## src/hw/rtl/lbmc_pkg.sv

```systemverilog
// ----------------------------------------------------------------------------
// lbmc_pkg
// shared constants of the d2q9 bgk collision pipeline: word format defaults,
// lattice directions and weight classes
// ----------------------------------------------------------------------------
package lbmc_pkg;

	localparam int WORD_BITS  = 32;
	localparam int FRAC_BITS  = 28;
	localparam int NDIR       = 9;
	localparam int RATE_BITS  = 30;
	localparam int OMEGA_BITS = RATE_BITS + 1;

	// order: rest, east, north, west, south, ne, nw, sw, se
	localparam int EX [NDIR] = '{0, 1, 0, -1, 0, 1, -1, -1, 1};
	localparam int EY [NDIR] = '{0, 0, 1, 0, -1, 1, 1, -1, -1};

	// weight class: rest, axis, diagonal
	function automatic int dir_class(input int k);
		int c;
		c = (k == 0) ? 0 : ((k < 5) ? 1 : 2);
		return c;
	endfunction

endpackage

```

## src/hw/rtl/lbmc_moments.sv

```systemverilog
// ----------------------------------------------------------------------------
// lbmc_moments
// input register and exact density and momentum sums of one cell
// ----------------------------------------------------------------------------
module lbmc_moments #(
	parameter int W = lbmc_pkg::WORD_BITS
) (
	input  logic                clk,
	input  logic                arst_n,
	input  logic                in_valid,
	output logic                in_ready,
	input  logic signed [W-1:0] in_dist [lbmc_pkg::NDIR],
	input  logic                in_obst,
	input  logic                in_last,
	output logic                out_valid,
	input  logic                out_ready,
	output logic signed [W-1:0] out_dist [lbmc_pkg::NDIR],
	output logic                out_obst,
	output logic                out_last,
	output logic signed [W+3:0] out_rho,
	output logic signed [W+3:0] out_mx,
	output logic signed [W+3:0] out_my
);
	import lbmc_pkg::*;

	localparam int SA = W + 4;

	logic v_s1, v_s2, en1, en2;
	logic signed [W-1:0] dist_s1 [NDIR];
	logic obst_s1, last_s1;
	logic signed [SA-1:0] rho_c, mx_c, my_c;

	assign en2      = ~v_s2 | out_ready;
	assign en1      = ~v_s1 | en2;
	assign in_ready = en1;

	always_ff @(posedge clk or negedge arst_n) begin
		if (!arst_n) begin
			v_s1 <= 1'b0;
			v_s2 <= 1'b0;
		end else begin
			if (en1) v_s1 <= in_valid;
			if (en2) v_s2 <= v_s1;
		end
	end

	always_ff @(posedge clk) begin
		if (en1) begin
			dist_s1 <= in_dist;
			obst_s1 <= in_obst;
			last_s1 <= in_last;
		end
	end

	always_comb begin
		rho_c = '0;
		mx_c  = '0;
		my_c  = '0;
		for (int k = 0; k < NDIR; k++) begin
			rho_c = rho_c + SA'(dist_s1[k]);
			if (EX[k] == 1) mx_c = mx_c + SA'(dist_s1[k]);
			else if (EX[k] == -1) mx_c = mx_c - SA'(dist_s1[k]);
			if (EY[k] == 1) my_c = my_c + SA'(dist_s1[k]);
			else if (EY[k] == -1) my_c = my_c - SA'(dist_s1[k]);
		end
	end

	always_ff @(posedge clk) begin
		if (en2) begin
			out_dist <= dist_s1;
			out_obst <= obst_s1;
			out_last <= last_s1;
			out_rho  <= rho_c;
			out_mx   <= mx_c;
			out_my   <= my_c;
		end
	end

	assign out_valid = v_s2;

endmodule

```

## config.mk

```make
export PLATFORM = sky130hd
export DESIGN_NAME = lbmc_moments
export DESIGN_NICKNAME = d
export VERILOG_FILES = /design/src/hw/rtl/lbmc_pkg.sv /design/src/hw/rtl/lbmc_moments.sv
export SDC_FILE = /design/constraint.sdc
export NUM_CORES = 1
export LEC_CHECK = 0
export ABC_AREA = 0
export ABC_CLOCK_PERIOD_IN_PS = 17600
export CAP_MARGIN = 30
export CORE_ASPECT_RATIO = 1.75
export CORE_MARGIN = 3
export CORE_UTILIZATION = 45
export DETAILED_ROUTE_END_ITERATION = 6
export DONT_BUFFER_PORTS = 1
export PLACE_DENSITY = 0.64
export SLEW_MARGIN = 5
export SYNTH_ARGS = -nofsm -noshare
export SYNTH_HDL_FRONTEND = slang
export SYNTH_SLANG_ARGS = --single-unit
```

## constraint.sdc

```tcl
create_clock -name clk -period 17.6 [get_ports clk]
set_clock_uncertainty 0.2 [all_clocks]
set_input_delay 2.64 -clock clk [delete_from_list [all_inputs] [get_ports clk]]
set_output_delay 2.64 -clock clk [all_outputs]
set_load 0.02 [all_outputs]
```

# == Yosys cells after proc, flatten, opt, wreduce, memory -nomap -nowiden ==
# Index checks and enable logic that the tools add are counted.
# classes
n_addsub,18
div_mod_pow,0
bitwise_logic,4
multipliers,0
eq_ne,0
shifts,0
magnitude_cmp,0
mux,0
n_reduce_logical,0
# ops
operator,n
adder 36 x 32 -> 36 bit,5
adder 33 x 32 -> 34 bit,3
subtractor 35 x 32 -> 36 bit,2
adder 34 x 32 -> 35 bit,2
subtractor 32 x 32 -> 33 bit,2
adder 35 x 32 -> 36 bit,1
subtractor 36 x 32 -> 36 bit,1
subtractor 34 x 32 -> 35 bit,1
adder 32 x 32 -> 33 bit,1
NOT 1 bit,2
bitwise OR 1 bit,2
# totals
ram_bits,0
romBits,0
latchBits,0
mem_count,0
register_bits,690

# == Depth between registers and ports, before layout ==
# logic_depth
ltp_word,8
mapped_depth,19
ltp_nobuf,19

# == Worst setup path after synthesis ==
# No wires, ideal clock.
# synth_path
kind,input -> register
startpoint,input port out_ready
endpoint,"register out_dist[0] in the netlist's numbering, enable pin"
t_arrival_ps,12152
slack_ps,4411
path_buffers,0
setup_ps,837
path_stages,1
path_cell_list,nand2b_1
# synth_via
elab_chain_cells,1
# synth_rtl
item,line,text
from (decl),lbmc_moments.sv:16,"input logic out_ready,"
bitwise OR 1 bit,lbmc_moments.sv:33,assign en2 = ~v_s2 | out_ready;
to (signal assigned),lbmc_moments.sv:70,out_dist <= dist_s1;
to (decl),lbmc_moments.sv:17,"output logic signed [W-1:0] out_dist [lbmc_pkg::NDIR],"
# Every way passes these cells.
# A chain may end at the register's enable or synchronous reset.

# == Worst setup path after layout ==
# layout_path
startpoint,input port out_ready
endpoint,output port in_ready
# layout_via
elab_chain_cells,2
# layout_rtl
item,line,text
bitwise OR 1 bit,lbmc_moments.sv:33,
bitwise OR 1 bit,lbmc_moments.sv:34,assign en1 = ~v_s1 | en2;
to (decl),lbmc_moments.sv:11,"output logic in_ready,"
# Every way passes these cells.

==> impl_metrics.json <==
{
  "routed-wl-met3_um": 9860,
  "synth-seq-cells": 690,
  "chipWidth_um": 226,
  "ys_seq_area_share_pct": 54.4,
  "syn_area_um2": 38100,
  "synth_flop_cell": "edfxtp_1",
  "globalplace.congestion": 0.945,
  "synth.top_cells.by_area": "edfxtp_1, fa_1, inv_1, ha_1, xnor2_1",
  "met2_length_um": 62100,
  "postSynthNetCount": 3402,
  "wl_um": 111000,
  "path_cells": "nand3b_1 > buf_4",
  "post_cts_buffers": 0,
  "cts_sinks": 690,
  "grt_max_degree": 134,
  "design.core.area_um2": 83600,
  "finalSetupTns_ns": 0,
  "finalHoldViolations": 0,
  "nets": 3466,
  "ys_async_sr_fraction_pct": 0.290,
  "drive_gt1_share_pct": 5.29,
  "antenna_found_initial": 14,
  "cp.required_ns": 14.76,
  "worstPathMaxFanout": 36,
  "fill_cells": 6936,
  "cts_resized": 0,
  "setup_viol": 0,
  "slew_headroom_pct": 21.3,
  "avgSynthCellArea_um2": 15.1,
  "critical-path-max-stage-delay_ns": 0.48,
  "dieHeight_um": 391,
  "clk_path_buf_depth": 3,
  "synth_cells": 2513,
  "synth.distinct_cells": 76,
  "cts.htree.levels": 3,
  "hp-class": "register to register",
  "syn2layout_area_growth_pct": 9.58,
  "initialDrtViolationCount": 1163,
  "wire_per_inst_um": 29.9,
  "first_global_vias": 22368,
  "dieArea_um2": 88300,
  "port_buffers": 0,
  "path_delay_family": "buffers and inverters",
  "wl_met1_um": 32600,
  "critical_path_class": "input pin to primary output",
  "utilization_pct": 49.9,
  "dr.pass1.iters": 5,
  "synth_top_cell_by_area": "edfxtp_1",
  "synth-edff-count": 688,
  "tightest_slew_ns": 1.18,
  "dp_hpwl_um": 91000,
  "crit_buf_inv": 1,
  "yosysWarningCount": 0,
  "rsz0062_at_grt": "no",
  "vias_per_cell": 5.39,
  "numCtsBuffers": 68,
  "grt_usage_pct": 25.3,
  "drc": 0,
  "drv_slew": 0,
  "start_util_pct": 45.6,
  "cp-end-kind": "primary output",
  "period_minus_slack_ns": 6.07,
  "vias": 19928,
  "grt_first_pass_wirelength_um": 155000,
  "fp-row-count": 140,
  "clock_latency_ns": 0.63,
  "cp_slowest_cell": "buf_4",
  "top_layer": "met5",
  "critPathArrivalTime_ns": 3.23,
  "ioPinCount": 694,
  "cap_violations": 0,
  "clk_pin_slew_worst_paths_ns": 0.06,
  "clk_root_buffer_cell": "clkbuf_16",
  "fin_crit_sh_pct": 34.5,
  "outcome": "complete, no violations",
  "cp-start-kind": "input pin",
  "detail-route-antenna-nets": 0,
  "postCtsHoldBufs": 0,
  "grt-ovfl-total": 0,
  "netlist.area_leader.share_pct": 54.3,
  "max_freq_ghz": 0.165,
  "cts_tree": "yes"
}
-- path summary, 6_finish.rpt --
check                                     startpoint               endpoint  slack, ns  depth (start not counted)
worst max-delay path                       out_ready               in_ready      11.53                          2
worst min-delay path               obst_s1$_DFFE_PP_     out_obst$_DFFE_PP_       0.22                          0
worst max register to register  dist_s1[1]$_DFFE_PP_  out_rho[30]$_DFFE_PP_      11.65                         17
worst min register to register     obst_s1$_DFFE_PP_     out_obst$_DFFE_PP_       0.22                          0
max in group asynchronous                     arst_n       v_s1$_DFFE_PN0P_      15.62                          0
min in group asynchronous                     arst_n  out_valid$_DFFE_PN0P_       1.51                          0
-- kinds of logic after synthesis --
| group | after synthesis | share of synthesized area, % |
|---|---|---|
| flops | 690 | 54.4 |
| buf+inv | 605 | 6.01 |
| fa+ha+maj | 595 | 29.2 |
| compound gates | 314 | 5.49 |
| simple gates | 220 | 2.90 |
| xor+xnor | 89 | 2.05 |
-- per-layer routing --
metal	up-vias	GRT usage [%]
li1	8474	-
met1	10370	23.5
met2	873	48.3
met3	205	8.28
met4	6	13.1
met5	-	0
-- layout make-up --
class                           count  area (um^2)  share of cell area (%)
Clock inverter                     43          460                    1.10
Clock buffer                       78         1740                    4.17
Tap cell                         1065         1330                    3.19
Antenna cell                        7         17.5                  0.0420
Inverter                          587         2200                    5.28
Timing Repair Buffer               12          175                   0.420
Sequential cell                   690        20700                    49.6
Multi-Input combinational cell   1218        15100                    36.1
-- worst reg2reg max path: stages (launching register included) --
cell       delay, ns
edfxtp_1        0.52
inv_1           0.21
fa_1            0.59
fa_1            0.44
fa_1            0.42
fa_1            0.52
inv_1           0.05
ha_1            0.19
inv_1           0.08
fa_1            0.22
nor2b_1         0.07
o31a_1          0.30
a2111oi_0       0.75
o21ai_1         0.30
and2_1          0.26
a31oi_2         0.29
o21ai_1         0.13
xor2_1          0.16
-- state kept, by name, summed over array words and instances, names as in the netlist --
name / flops
out_last: 1
out_my: 36
out_mx: 36
obst_s1: 1
out_valid: 1
dist_s1: 288
v_s1: 1
out_obst: 1
last_s1: 1
out_dist: 288
out_rho: 36
-- through the flow --
| stage | setup WS [ns] | hold slack (ns) | area [um^2] | instances |
|---|---|---|---|---|
| global placement | 11.53 | 0.203 | 39400 | 3569 |
| CTS | 11.52 | 0.226 | 41600 | 3691 |
| detailed placement | 11.52 | 0.211 | 39400 | 3570 |
| global route | 11.37 | 0.250 | 41700 | 3697 |
| finish | 11.53 | 0.223 | 41700 | 3700 |
| floorplan | 4.41 | 0.200 | 38100 | 2513 |
-- synth_stat cells (3+ instances only) --
cell and count:
edfxtp_1 688, inv_1 587, fa_1 487, ha_1 108, a21oi_1 99, nand2_1 65, xnor2_1 63, a21o_1 51
nor2_1 48, o21ai_0 43, xor2_1 26, clkbuf_1 15, nor2b_1 15, o21a_1 15, nand3_1 14, nand4_1 14
o21ai_1 14, o21bai_1 14, nand2b_1 13, nor3_1 13, and3_1 12, a31oi_1 10, a211oi_1 8, o211ai_1 6
a221oi_1 5, a211o_1 4, nand3b_1 4, and2_1 3, and2b_2 3, o311ai_1 3, o31ai_1 3, o41ai_1 3
-- cell usage in the layout, fill, tap and decap left out, drive strengths merged, types with 4 or more instances in the layout --
| cell type | synthesis | routed |
|---|---|---|
| a211o | 4 | 4 |
| bufinv | 0 | 6 |
| nand4 | 14 | 14 |
| xnor2 | 63 | 63 |
| nand2b | 13 | 13 |
| nor2 | 48 | 48 |
| xor2 | 26 | 26 |
| and2 | 4 | 4 |
| nand2 | 65 | 65 |
| clkbuf | 15 | 78 |
| o21ai | 57 | 57 |
| inv | 587 | 595 |
| diode | 0 | 7 |
| a221oi | 6 | 6 |
| a211oi | 8 | 8 |
| fa | 487 | 487 |
| a21oi | 100 | 100 |
| o21bai | 14 | 14 |
| o21a | 16 | 16 |
| a31oi | 12 | 12 |
| ha | 108 | 108 |
| nand3 | 14 | 14 |
| clkinv | 0 | 24 |
| buf | 2 | 12 |
| a21o | 52 | 52 |
| nor3 | 13 | 13 |
| nor2b | 15 | 15 |
| a41oi | 4 | 4 |
| o211ai | 7 | 7 |
| nand3b | 4 | 4 |
| clkinvlp | 0 | 5 |
| edfxtp | 688 | 688 |
| and3 | 12 | 12 |
Power is not shown: default switching activity piles up to over one toggle a cycle in this logic, so the estimate is an artifact.
